<file path="src/rtl/lprp_pkg.sv">
// Types and constants shared by the length-prefixed request parser.
package lprp_pkg;

    localparam logic [7:0] CMD_MAX  = 8'h09;
    localparam logic [7:0] CMD_HOLE = 8'h08;

    typedef struct packed {
        logic [7:0] data_byte;
        logic       restart;
    } t_req;

    typedef struct packed {
        logic [2:0] parse_status;
        logic [3:0] command_code;
        logic [7:0] arg_data;
        logic       arg_data_valid;
        logic       arg_number;
        logic       arg_end;
        logic [7:0] arg_length;
    } t_rsp;

endpackage

</file>
<file path="src/rtl/length_prefixed_request_parser.sv">
// Length-prefixed request parser: byte-wise request decoder with registered result.
// A result beat is registered and appears in the cycle after its input beat is accepted.
// Throughput: one input beat per cycle while the output is not stalled; the
// parse state update and the result are computed together combinationally, and
// the one-entry output register is refilled in the cycle its beat is taken.
// Reset: synchronous, active low; clears parse state and the output valid.
module length_prefixed_request_parser (
    input  logic                 i_clk,
    input  logic                 i_rst_n,
    input  logic                 i_in_valid,
    output logic                 o_in_ready,
    input  lprp_pkg::t_req       i_in_data,
    output logic                 o_out_valid,
    input  logic                 i_out_ready,
    output lprp_pkg::t_rsp       o_out_data
);
    import lprp_pkg::*;

    typedef enum logic [2:0] {
        PH_CMD   = 3'd0,
        PH_COUNT = 3'd1,
        PH_LEN   = 3'd2,
        PH_ARG   = 3'd3,
        PH_DONE  = 3'd4,
        PH_BAD   = 3'd5
    } t_phase;

    t_phase     r_phase, n_phase, c_phase;
    logic [3:0] r_cmd, n_cmd, c_cmd;
    logic [7:0] r_args_total, n_args_total, c_args_total;
    logic [7:0] r_args_seen, n_args_seen, c_args_seen;
    logic [7:0] r_bytes_total, n_bytes_total, c_bytes_total;
    logic [7:0] r_bytes_seen, n_bytes_seen, c_bytes_seen;
    logic       r_out_valid;
    t_rsp       r_out_data, n_out_data;
    logic       accept;
    logic       low_arg;
    logic [7:0] args_inc;
    logic [7:0] bytes_inc;
    logic [7:0] c;

    assign o_in_ready  = !r_out_valid || i_out_ready;
    assign accept      = i_in_valid && o_in_ready;
    assign o_out_valid = r_out_valid;
    assign o_out_data  = r_out_data;
    assign c           = i_in_data.data_byte;

    always_comb begin
        // restart returns to reset values before the byte is handled
        if (i_in_data.restart) begin
            c_phase       = PH_CMD;
            c_cmd         = '0;
            c_args_total  = '0;
            c_args_seen   = '0;
            c_bytes_total = '0;
            c_bytes_seen  = '0;
        end else begin
            c_phase       = r_phase;
            c_cmd         = r_cmd;
            c_args_total  = r_args_total;
            c_args_seen   = r_args_seen;
            c_bytes_total = r_bytes_total;
            c_bytes_seen  = r_bytes_seen;
        end

        low_arg   = (c_args_seen < 8'd2);
        args_inc  = c_args_seen + 8'd1;
        bytes_inc = c_bytes_seen + 8'd1;

        n_phase       = c_phase;
        n_cmd         = c_cmd;
        n_args_total  = c_args_total;
        n_args_seen   = c_args_seen;
        n_bytes_total = c_bytes_total;
        n_bytes_seen  = c_bytes_seen;

        n_out_data                = '0;

        case (c_phase)
            PH_CMD: begin
                if (c <= CMD_MAX && c != CMD_HOLE) begin
                    n_cmd   = c[3:0];
                    n_phase = PH_COUNT;
                end else begin
                    n_phase = PH_BAD;
                end
            end
            PH_COUNT: begin
                n_args_total = c;
                n_args_seen  = '0;
                n_phase      = (c == 8'd0) ? PH_DONE : PH_LEN;
            end
            PH_LEN: begin
                n_bytes_total = c;
                n_bytes_seen  = '0;
                if (c == 8'd0) begin
                    if (low_arg) begin
                        n_out_data.arg_end    = 1'b1;
                        n_out_data.arg_number = c_args_seen[0];
                    end
                    n_args_seen = args_inc;
                    n_phase     = (args_inc >= c_args_total) ? PH_DONE : PH_LEN;
                end else begin
                    n_phase = PH_ARG;
                end
            end
            PH_ARG: begin
                if (low_arg) begin
                    n_out_data.arg_data_valid = 1'b1;
                    n_out_data.arg_data       = c;
                    n_out_data.arg_number     = c_args_seen[0];
                end
                n_bytes_seen = bytes_inc;
                if (bytes_inc >= c_bytes_total) begin
                    if (low_arg) begin
                        n_out_data.arg_end = 1'b1;
                    end
                    n_args_seen = args_inc;
                    n_phase     = (args_inc >= c_args_total) ? PH_DONE : PH_LEN;
                end
            end
            PH_DONE, PH_BAD: begin
                n_phase = c_phase;
            end
            default: begin
                n_phase = PH_BAD;
            end
        endcase

        n_out_data.parse_status = n_phase;
        n_out_data.command_code = n_cmd;
        n_out_data.arg_length   = n_bytes_total;
    end

    always_ff @(posedge i_clk) begin
        if (!i_rst_n) begin
            r_phase       <= PH_CMD;
            r_cmd         <= '0;
            r_args_total  <= '0;
            r_args_seen   <= '0;
            r_bytes_total <= '0;
            r_bytes_seen  <= '0;
            r_out_valid   <= 1'b0;
        end else begin
            if (accept) begin
                r_phase       <= n_phase;
                r_cmd         <= n_cmd;
                r_args_total  <= n_args_total;
                r_args_seen   <= n_args_seen;
                r_bytes_total <= n_bytes_total;
                r_bytes_seen  <= n_bytes_seen;
                r_out_valid   <= 1'b1;
            end else if (i_out_ready) begin
                r_out_valid   <= 1'b0;
            end
        end
    end

    always_ff @(posedge i_clk) begin
        if (accept) begin
            r_out_data <= n_out_data;
        end
    end

    // restart with the hole command always lands in the invalid status
    a_restart_bad: assert property (@(posedge i_clk) disable iff (!i_rst_n)
        accept && i_in_data.restart && i_in_data.data_byte == CMD_HOLE
        |=> o_out_valid && o_out_data.parse_status == PH_BAD)
        else $error("restart with invalid command did not give invalid status");

    a_data_phase: assert property (@(posedge i_clk) disable iff (!i_rst_n)
        o_out_valid && o_out_data.arg_data_valid
        |-> o_out_data.parse_status == PH_LEN || o_out_data.parse_status == PH_ARG
            || o_out_data.parse_status == PH_DONE)
        else $error("argument data beat with wrong status");

    a_empty_arg: assert property (@(posedge i_clk) disable iff (!i_rst_n)
        o_out_valid && o_out_data.arg_end && !o_out_data.arg_data_valid
        |-> o_out_data.arg_length == 8'd0 && o_out_data.arg_data == 8'd0)
        else $error("argument end without data on nonzero length");

    a_hold_result: assert property (@(posedge i_clk) disable iff (!i_rst_n)
        o_out_valid && !i_out_ready |=> o_out_valid && $stable(o_out_data))
        else $error("stalled result beat changed");

endmodule
</file>
<file path="config.mk">
export PLATFORM = sky130hd
export DESIGN_NAME = length_prefixed_request_parser
export DESIGN_NICKNAME = d
export VERILOG_FILES = /design/src/rtl/lprp_pkg.sv /design/src/rtl/length_prefixed_request_parser.sv
export SDC_FILE = /design/constraint.sdc
export NUM_CORES = 1
export LEC_CHECK = 0
export BUFFER_PORTS_ARGS = -buffer_cell sky130_fd_sc_hd__buf_2
export CAP_MARGIN = 10
export CORE_MARGIN = 5
export CORE_UTILIZATION = 40
export CTS_CLUSTER_SIZE = 14
export DETAILED_ROUTE_END_ITERATION = 8
export HOLD_SLACK_MARGIN = 0.12
export PLACE_DENSITY_LB_ADDON = 0.15
export SLEW_MARGIN = 0
export SYNTH_ARGS = -nofsm -noshare
export SYNTH_HDL_FRONTEND = slang
export SYNTH_SLANG_ARGS = --single-unit
export TNS_END_PERCENT = 20
</file>
<file path="constraint.sdc">
create_clock -name i_clk -period 4.3 [get_ports i_clk]
set_input_delay 0.43 -clock i_clk [delete_from_list [all_inputs] [get_ports i_clk]]
set_output_delay 0.43 -clock i_clk [all_outputs]
set_load 0.02 [all_outputs]
</file>
Word level (Yosys, flattened, before mapping):

Cells that the tools add are included.

* multipliers: 0
* div/mod/pow operators: 0
* magnitude comparators: 4
* reduce and logical (&&, ||, !) cells: 9
* multiplexer cells: 28
* bitwise logic cells: 0
* shift-type cells: 0
* $add $sub $neg: 2
* eq/ne operators: 6

Operator list (number)
* 2-to-1 mux 8 bit: 8
* case mux 8 bit (3 select lines): 1
* 2-to-1 mux 3 bit: 6
* adder 8 x 1 -> 8 bit (second input constant): 2
* >= comparator 8 bit: 2
* case mux 8 bit (2 select lines): 1
* case mux 3 bit (5 select lines): 1
* 2-to-1 mux 4 bit: 3
* less-or-equal comparator 8 x 4 -> 1 bit (second input constant): 1
* logical NOT 8 bit: 1
* less-than comparator 8 x 2 -> 1 bit (second input constant): 1
* inequality test 8 x 4 -> 1 bit (second input constant): 1
* equality test 3 x 2 -> 1 bit (second input constant): 2
* equality test 3 bit (second input constant): 2
* 2-to-1 mux 2 bit: 3
* 2-to-1 mux 1 bit: 4
* case mux 2 bit (2 select lines): 1
* equality test 3 x 1 -> 1 bit (second input constant): 1
* logical NOT 3 bit: 1
* logical AND 1 bit: 2
* AND reduction 2 bit: 1
* nonzero test 2 bit: 1
* OR reduction 2 bit: 1
* logical NOT 1 bit: 1
* logical OR 1 bit: 1

* latch bits: 0
* register bits after elaboration: 66
* RAM bits: 0
* ROM bits: 0
* logic and storage cells: 63
* output and inout port bits: 28
* bits of input ports: 13
* memories: 0

Logic depth before layout (Yosys ltp):

Gate-level depths: netlist of the first run.

* depth in word-level cells: 6
* mapped depth: 16
* gate-level depth less buffers: 12

Worst setup path after synthesis of the first run:

No wires, ideal clock.

* path type: input port to flip-flop
* start point: in i_in_data[0] (netlist name)
* end point: reg r_out_data, in the netlist o_out_data[25] (data pin)
* stages: 16
* data arrival time: 3.366 ns
* library setup time: 0.259 ns
* slack: 0.675 ns
* required time: 4.041 ns
* path buffers: 4
* cells stage by stage: buf_2 -> clkbuf_1 -> clkbuf_1 -> clkbuf_1 -> nor2b_1 -> ha_1 -> nand3_1 -> or3_1 -> a21oi_1 -> ha_1 -> a21oi_1 -> nand2_1 -> a221oi_4 -> o21a_2 -> nor2_2 -> or2_1

RTL lines
* start: declaration: line length_prefixed_request_parser.sv:12 `input lprp_pkg::t_req i_in_data,`
* end signal: assignment: line length_prefixed_request_parser.sv:161 `r_out_data <= n_out_data;`
* end: declaration: line length_prefixed_request_parser.sv:35 `t_rsp r_out_data, n_out_data;`

==> flow_summary.ini, run 1 <==
[global_routing]
grt.overflow.total = 0
grt.total_usage_pct = 16.3
grt_pass1_wl_mm = 13.2
grt_most_used_layer = met2
grtUsageMet3_pct = 4.09
use_met2_pct = 26.2
antenna_found_initial = 0
grt_max_degree = 36
grt_pass1_vias = 2574
grt.met1_usage_pct = 21.0

[floorplanning]
initial_core_util_pct = 40.6
rows = 34
dieArea_um2 = 10700
die_x_um = 103
fp.dieH_um = 103
ios = 41
core_area_um2 = 8590

[yosys]
syn_avg_cell_area_um2 = 9.76
synth-seq-cells = 66
yosys.area.top_type = dfxtp_1
synth_nets = 388
synth-async-reset-ratio_pct = 0
syn-instance-count = 357
synth_top_area_share_pct = 23.0
synth_seq_area_share_pct = 45.4
yosys.cell_count.top_type = dfxtp_1
synth_commonest_cells = 40 x dfxtp_1, 36 x nand2_1, 26 x edfxtp_1
synth_edf_count = 26
ys.flop_type = dfxtp_1
synth_cell_types = 52
syn_area_um2 = 3480
ys.warnings.count = 0
synth.area.top_cells = dfxtp_1 23%, edfxtp_1 22%, ha_1 6.5%

[pwr]
powerDensity_nw_per_um2 = 365
clkPwrFrac_pct = 43.2
pwr-share-seq_pct = 47.2
p_leak_nw = 1.54
swShare_pct = 24.1
p_comb_share_pct = 9.6
internal-power_mw = 1.11
finalPower_mw = 1.46
ir_worst_vdd_mv = 0.140
power.switching_mw = 0.350

[worst_setup_path]
r2r-start = r_bytes_seen[1]
endpoint = o_out_data[25]
cp-start-kind = flop
r2r_end = o_out_data[25]
setup.worst_path.end_class = flop
max_stage_delay_ns = 0.36
worstPathCellList = nor2b_1 > ha_1 > nand3_1 > or3_1 > a21oi_1 > ha_1 > a21oi_1 > nand2_1 > a221oi_4 > o21a_2 > nor2_2 > or2_1
cp.arrival_ns = 3.34
timing.reg2reg.setup_slack_ns = 1.06
cp.required_ns = 4.39
critPathKind = reg -> reg
critPathMaxFanout = 4
slowest_stage = or3_1
crit_start = r_bytes_seen[1]
reg2regPathDepth = 12

[min_path]
min_path_type = in -> reg
hold_start = i_in_valid

[sta]
fin_worst_skew_ns = 0.00856
period_minus_slack_ns = 3.24
setup_viol = 0
timing.setup.tns_ns = 0
period_share_pct = 75.4
finalHoldViolCount = 0
fmax_ghz = 0.308
rsz0062_at_grt = false
max-slew-margin-rel_pct = 45.9
slew_violations = 0
tightest_slew_ns = 0.809

[clocking]
cts_setup_buffers = 0
ctsLongestPathBuffers = 2
clkLatencyLatePin_ns = 0.34
cts_hold_buffers = 0
cts_resized = 0
clk_pin_slew_ns = 0.07
tritoncts = yes
cts_buffers = 9
htree_num_levels = 3
clock-sinks = 66
cts_root_buf = clkbuf_8

[cells_and_area]
layout-drive-gt1-share_pct = 18.4
nNetsFinal = 423
area_delta_synth_final_pct = 14.5
antennaDiodeCount = 0

[detailed_routing]
viasPerCell = 5.29
num_vias = 2673
routed_wl_mm = 8.24
drt_first_pass_iters = 4
wl_per_cell_um = 16.3
ant_nets = 0
drt_iter0_drc = 165
route.detailed.drc = 0

[placement]
gp_congestion = 0.877
io_buffers = 40
dp_hpwl_mm = 5.68

[outcome]
outcome = finished, final reports clean

[job]
maxCapViolCount = 0
-- through the flow --
| step | instance area, um^2 | hold slack, ns | instances | setup WS, ns | utilization (%) |
|---|---|---|---|---|---|
| floorplan | 3480 | 0.439 | 357 | 0.675 | - |
| global route | 3990 | 0.348 | 505 | 0.815 | 46.4 |
| global placement | 3760 | 0.453 | 489 | 0.865 | 43.7 |
| CTS | 3990 | 0.331 | 505 | 1.07 | 46.4 |
| finish | 3990 | 0.345 | 505 | 1.06 | 46.4 |
| detailed placement | 3760 | 0.464 | 489 | 0.810 | 43.7 |
-- how the worst min path moves through the flow --
stage / end / slack, ns / cells after the start
finish: o_out_valid / 0.35 / 3
global route: o_out_valid / 0.35 / 3
CTS: o_out_valid / 0.33 / 3
detailed placement: r_bytes_total[0] / 0.46 / 2
global placement: r_bytes_total[6] / 0.45 / 2
floorplan: r_bytes_total[0] / 0.44 / 2
-- sequential cells by signal (all words and copies together), names as in the netlist --
register	cells
r_bytes_total	8
o_out_data	26
o_out_valid	1
r_cmd	4
r_args_total	8
r_args_seen	8
r_bytes_seen	8
r_phase	3
-- layout make-up --
cell class / instances / area (um^2)
tap: 108 / 135
multi-input combinational: 266 / 1790
clock buffer: 11 / 131
inverter: 6 / 22.5
clock inverter: 5 / 103
fill: 850 / 4600
timing repair buffer: 43 / 223
sequential: 66 / 1580
-- metal layers --
metal / routed length, um / vias up
li1: - / 1358
met1: 3800 / 1252
met2: 3910 / 43
met3: 298 / 20
met4: 237 / 0
met5: 0 / -
-- placed cells by master, fill, tap and decap left out, types with 3 or more instances in the layout --
cell type  instances
xor2_1             8
mux2_2             5
a21oi_1            8
nor2b_1           24
nand4_1            3
nor4_1             3
a22oi_1           14
clkbuf_8           9
and2_1             3
and3_1            16
nor3b_1            6
o21ai_0           16
buf_2             40
nand3_1           11
inv_1              6
edfxtp_1          26
nand2b_1          20
ha_1              18
a21boi_0           9
nor2_1            24
bufinv_16          3
dfxtp_1           40
nand2_1           36
buf_4              3
a22o_1             6
-- power groups by stage --
stage | Sequential [mW] | Combinational, mW | Clock (mW)
finish | 0.687 | 0.139 | 0.628
global route | 0.690 | 0.153 | 0.667
CTS | 0.688 | 0.141 | 0.641
detailed placement | 0.702 | 0.141 | 0
global placement | 0.701 | 0.140 | 0
floorplan | 0.713 | 0.0819 | 0
-- cell families after synthesis --
family	synth area share [%]
compound gates	15.6
xor+xnor	2.51
fa+ha+maj	6.46
buf+inv	3.12
flops	45.4
mux	1.62
simple gates	25.3
-- critical path, delay by kind of cell (launching register included) --
family                     cells  cell delay (ns)
DFF                            1             0.35
AOI/OAI and AO/OA              4             0.94
and+or+nand+nor                6             1.13
adders and majority gates      2             0.58
Note: power is estimated with default switching activity, not from simulation.
==> run 2: changes to the inputs <==
==> constraint.sdc (replaced) <==
create_clock -name i_clk -period 3.07 [get_ports i_clk]
set_input_delay 0.307 -clock i_clk [delete_from_list [all_inputs] [get_ports i_clk]]
set_output_delay 0.307 -clock i_clk [all_outputs]
set_load 0.02 [all_outputs]
==> flow_summary.ini, run 2 (synthesis results as in run 1) <==
[cells_and_area]
design_area_um2 = 4100
layout-drive-gt1-share_pct = 22.1
final_util_pct = 47.7
largest_register_ffs = 26
num-fill-cells = 850
antennaDiodeCount = 0
mostFrequentLayoutCells = 40 x buf_2, 40 x dfxtp_1, 36 x nand2_1, 26 x edfxtp_1, 24 x nor2_1
stdcell_count = 516
area_delta_synth_final_pct = 17.7
nNetsFinal = 434

[worst_setup_path]
cp-start-kind = flop
setup.worst_path.end_class = flop
cp.arrival_ns = 3.13
critPathKind = reg -> reg
cp.required_ns = 3.37
critPathMaxFanout = 8

[placement]
io_buffers = 40
placedInstanceArea_um2 = 3870
gp_congestion = 0.830
dp.cells = 500
dp_hpwl_mm = 5.91
post-place-ws_ns = 0.0101

[clocking]
cts_root_buf = clkbuf_8
cts_hold_buffers = 0
clkLatencyLatePin_ns = 0.35
tritoncts = yes
clock-sinks = 66
htree_num_levels = 3
ctsLongestPathBuffers = 2
clk_pin_slew_ns = 0.07
cts_buffers = 9

[sta]
finalHoldViolCount = 0
tightest_slew_ns = 0.639
fin_worst_skew_ns = 0.00770
slew_violations = 0
rsz0062_at_grt = false
period_minus_slack_ns = 2.83
period_share_pct = 92.2
setup_viol = 0
fmax_ghz = 0.353
max-slew-margin-rel_pct = 56.8
finalWorstSetupSlack_ns = 0.240

[floorplanning]
fp.dieH_um = 103
initial_core_util_pct = 40.6
core_area_um2 = 8590
dieArea_um2 = 10700
rows = 34
die_x_um = 103
ios = 41

[global_routing]
grt_max_degree = 36
antenna_found_initial = 0
grt.total_usage_pct = 17.1
grt_pass1_vias = 2672
grt_pass1_wl_mm = 13.8
grt.overflow.total = 0

[pwr]
ir_worst_vdd_mv = 0.238
p_leak_nw = 1.59
powerDensity_nw_per_um2 = 481
finalPower_mw = 1.97

[detailed_routing]
wl_per_cell_um = 16.1
num_vias = 2754
ant_nets = 0
drt_first_pass_iters = 5
route.detailed.drc = 0
drt_iter0_drc = 128
routed_wl_mm = 8.31
viasPerCell = 5.34

[min_path]
min_path_type = in -> reg

[outcome]
outcome = finished, final reports clean

[job]
maxCapViolCount = 0
==> run 2: changes by cell type in the layout (fill, tap and decap cells not counted), moves of 2 or more <==
cell / before / now
nor2b_4: 0 / 2
a21oi_1: 8 / 6
buf_4: 3 / 14
a21oi_2: 0 / 2
nor2b_1: 24 / 21
==> run 2: repair_timing <==
| action | in CTS | in global routing |
|---|---|---|
| endpoints found under the hold margin | 0 | 0 |
| endpoints found under the setup margin | 0 | 13 |
| gates resized for setup | 0 | 5 |
| buffers inserted | 0 | 0 |
==> run 2: report_power, final <==
group	internal (mW)	switching [mW]	total, mW
combinational	0.0748	0.133	0.208
clock	0.478	0.323	0.801
sequential	0.943	0.0203	0.963
==> run 2: path summary, 6_finish.rpt <==
check	start	endpoint	slack [ns]	cells after the start
setup reg to reg	r_bytes_seen[1]	r_args_seen[0]	0.24	13
hold / removal	i_in_valid	o_out_valid	0.23	3
hold reg to reg	r_bytes_total[0]	r_bytes_total[0]	0.46	2
setup / recovery	r_bytes_seen[1]	r_args_seen[0]	0.24	13
==> run 2: critical path: stages, from the launching register on <==
cell	delay, ns
dfxtp_1	0.39
nor2b_4	0.20
ha_4	0.15
nand3_2	0.09
or3_1	0.33
a21oi_2	0.16
ha_1	0.28
a21oi_1	0.14
nand2_1	0.09
a221oi_4	0.29
buf_4	0.17
a21boi_2	0.06
o21ai_4	0.23
mux2_2	0.19
==> run 2: layer usage <==
layer  vias to the layer above  share of wire [%]  GRT usage [%]
met5                         -                  0              0
met4                         0                1.7           7.47
met3                        11                5.4           3.55
met2                        66                 47           26.9
met1                      1304                 46           22.7
li1                       1373                  -              -
==> run 2: per-stage QoR <==
| stage | hold slack (ns) | setup TNS [ns] |
|---|---|---|
| after global placement | 0.448 | 0 |
| after global routing | 0.238 | 0 |
| after CTS | 0.222 | 0 |
| final | 0.228 | 0 |
| after detailed placement | 0.455 | 0 |
| after floorplan | 0.439 | -0.209 |
==> run 2: layout make-up <==
class,count,area [um^2],area share (%)
multi-input combinational,266,1840,44.9
sequential,66,1580,38.6
timing repair buffer,54,305,7.45
clock buffer,13,149,3.63
tap,108,135,3.30
clock inverter,3,63.8,1.56
inverter,6,22.5,0.549
==> run 3: changes to the inputs <==
--- a/config.mk
+++ b/config.mk
@@ -8,7 +8,7 @@
 export BUFFER_PORTS_ARGS = -buffer_cell sky130_fd_sc_hd__buf_2
 export CAP_MARGIN = 10
 export CORE_MARGIN = 5
-export CORE_UTILIZATION = 40
+export CORE_UTILIZATION = 58
 export CTS_CLUSTER_SIZE = 14
 export DETAILED_ROUTE_END_ITERATION = 8
 export HOLD_SLACK_MARGIN = 0.12
==> flow_summary.ini, run 3 (synthesis results as in run 1) <==
[pwr]
swShare_pct = 23.7
p_comb_share_pct = 10.0
pwr-share-seq_pct = 47.2
p_leak_nw = 1.58
powerDensity_nw_per_um2 = 504
power.switching_mw = 0.484
internal-power_mw = 1.55
ir_worst_vdd_mv = 0.306
clkPwrFrac_pct = 42.7

[cells_and_area]
num-fill-cells = 463
antennaDiodeCount = 0
largest_register_ffs = 26
area_delta_synth_final_pct = 16.1
layout-drive-gt1-share_pct = 21.3
mostFrequentLayoutCells = 40 x buf_2, 40 x dfxtp_1, 36 x nand2_1, 26 x edfxtp_1, 24 x nor2_1
design_area_um2 = 4040
nNetsFinal = 430
stdcell_count = 479

[detailed_routing]
drt_iter0_drc = 359
drt_first_pass_iters = 5
route.detailed.drc = 0
routed_wl_mm = 7.68
wl_per_cell_um = 16.0
ant_nets = 0
viasPerCell = 5.85
num_vias = 2803

[worst_setup_path]
worstPathCellList = nor2b_4 > ha_4 > nand3_2 > or3_1 > a21oi_2 > ha_1 > a21oi_1 > nand2_1 > a221oi_4 > buf_4 > a21boi_2 > o21ai_4 > a22o_1
slowest_stage = dfxtp_1
r2r_end = r_args_seen[6]
cp.arrival_ns = 3.18
max_stage_delay_ns = 0.37
timing.reg2reg.setup_slack_ns = 0.18
setup.worst_path.end_class = flop
reg2regPathDepth = 13
critPathKind = reg -> reg
cp-start-kind = flop
cp_top_family = compound AO/OA/AOI/OAI gates
critPathMaxFanout = 8
cp.required_ns = 3.36
r2r-start = r_bytes_seen[0]
crit_buf_inv = 1

[job]
maxCapViolCount = 0

[clocking]
htree_num_levels = 3
cts_buffers = 9
clk_pin_slew_ns = 0.07
clock-sinks = 66
cts_root_buf = clkbuf_8
tritoncts = yes
cts_setup_buffers = 0
clkLatencyLatePin_ns = 0.35
ctsLongestPathBuffers = 2

[floorplanning]
core_area_um2 = 5890
initial_core_util_pct = 59.2
fp.dieH_um = 87.5
ios = 41
rows = 28
dieArea_um2 = 7660
die_x_um = 87.5

[global_routing]
grt_pass1_vias = 2530
antenna_found_initial = 0
grt.overflow.total = 0
grt.total_usage_pct = 21.0
grt_max_degree = 40
grt_pass1_wl_mm = 12.3

[min_path]
hold_path_end = o_out_valid
hold_depth = 3
hold_start = i_in_valid
min_path_type = in -> reg

[placement]
dp_hpwl_mm = 5.41
io_buffers = 40
gp_congestion = 0.836
placedInstanceArea_um2 = 3800
dp.cells = 463

[sta]
fin_worst_skew_ns = 0.00816
period_minus_slack_ns = 2.89
slew_violations = 0
rsz0062_at_grt = false
max-slew-margin-rel_pct = 47.2
fmax_ghz = 0.346
period_share_pct = 94.0
tightest_slew_ns = 0.781
setup_viol = 0
finalHoldViolCount = 0

[outcome]
outcome = finished, final reports clean
-- run 3: changes by cell type in the layout (fill, tap and decap cells not counted), sizes merged --
cell,delta
buf,-4
clkbuf,-2
clkinvlp,+1
bufinv,+1
-- run 3: power by group through the flow --
stage	combinational, mW	clock [mW]	sequential [mW]
floorplan	0.121	0	0.998
global placement	0.198	0	0.980
detailed placement	0.202	0	0.982
CTS	0.202	0.884	0.962
global route	0.220	0.922	0.965
finish	0.204	0.871	0.963
-- run 3: how the worst max path moves through the flow --
| stage | from | endpoint | slack [ns] | cells past startpoint |
|---|---|---|---|---|
| detailed placement | i_in_data[0] | o_out_data[25] | -0.02 | 13 |
| global placement | i_in_data[0] | o_out_data[25] | 0.05 | 12 |
| floorplan | i_in_data[0] | o_out_data[25] | -0.09 | 16 |
| finish | r_bytes_seen[0] | r_args_seen[6] | 0.18 | 13 |
| CTS | r_bytes_seen[1] | r_args_seen[6] | 0.08 | 13 |
| global route | r_bytes_seen[0] | r_args_seen[3] | 0.004 | 13 |
-- run 3: metal layers --
layer / wire [um] / share of wire, % / up-vias / GRT usage (%)
li1: - / - / 1370 / -
met1: 3300 / 43 / 1305 / 28.3
met2: 3660 / 48 / 111 / 32.4
met3: 546 / 7.1 / 17 / 4.64
met4: 163 / 2.1 / 0 / 9.07
met5: 0 / 0 / - / 0
-- run 3: cell type report --
type	instances	area, um^2	area share (%)
clock buffer	11	131	3.25
clock inverter	5	103	2.54
inverter	6	22.5	0.557
multi-input combinational	266	1840	45.4
sequential	66	1580	39.1
tap	75	93.8	2.32
timing repair buffer	50	275	6.81
-- run 3: metrics by stage --
stage | total power [mW] | utilization, % | setup TNS (ns) | setup WS (ns) | hold slack (ns)
detailed placement | 1.18 | 64.5 | -0.0659 | -0.0239 | 0.459
global route | 2.11 | 68.7 | 0 | 0.00370 | 0.267
finish | 2.04 | 68.7 | 0 | 0.183 | 0.243
floorplan | 1.12 | - | -0.209 | -0.0896 | 0.439
global placement | 1.18 | 64.5 | 0 | 0.0489 | 0.448
CTS | 2.05 | 68.5 | 0 | 0.0822 | 0.238
-- run 3: repair_timing --
| action | 4_1_cts | 5_1_grt |
|---|---|---|
| hold buffers | 0 | 0 |
| resized for setup | 0 | 3 |
| endpoints found under the setup margin | 0 | 13 |
-- run 3: worst min-delay path: stages --
cell and delay, ns:
buf_2 0.11, inv_1 0.04, a21boi_0 0.07
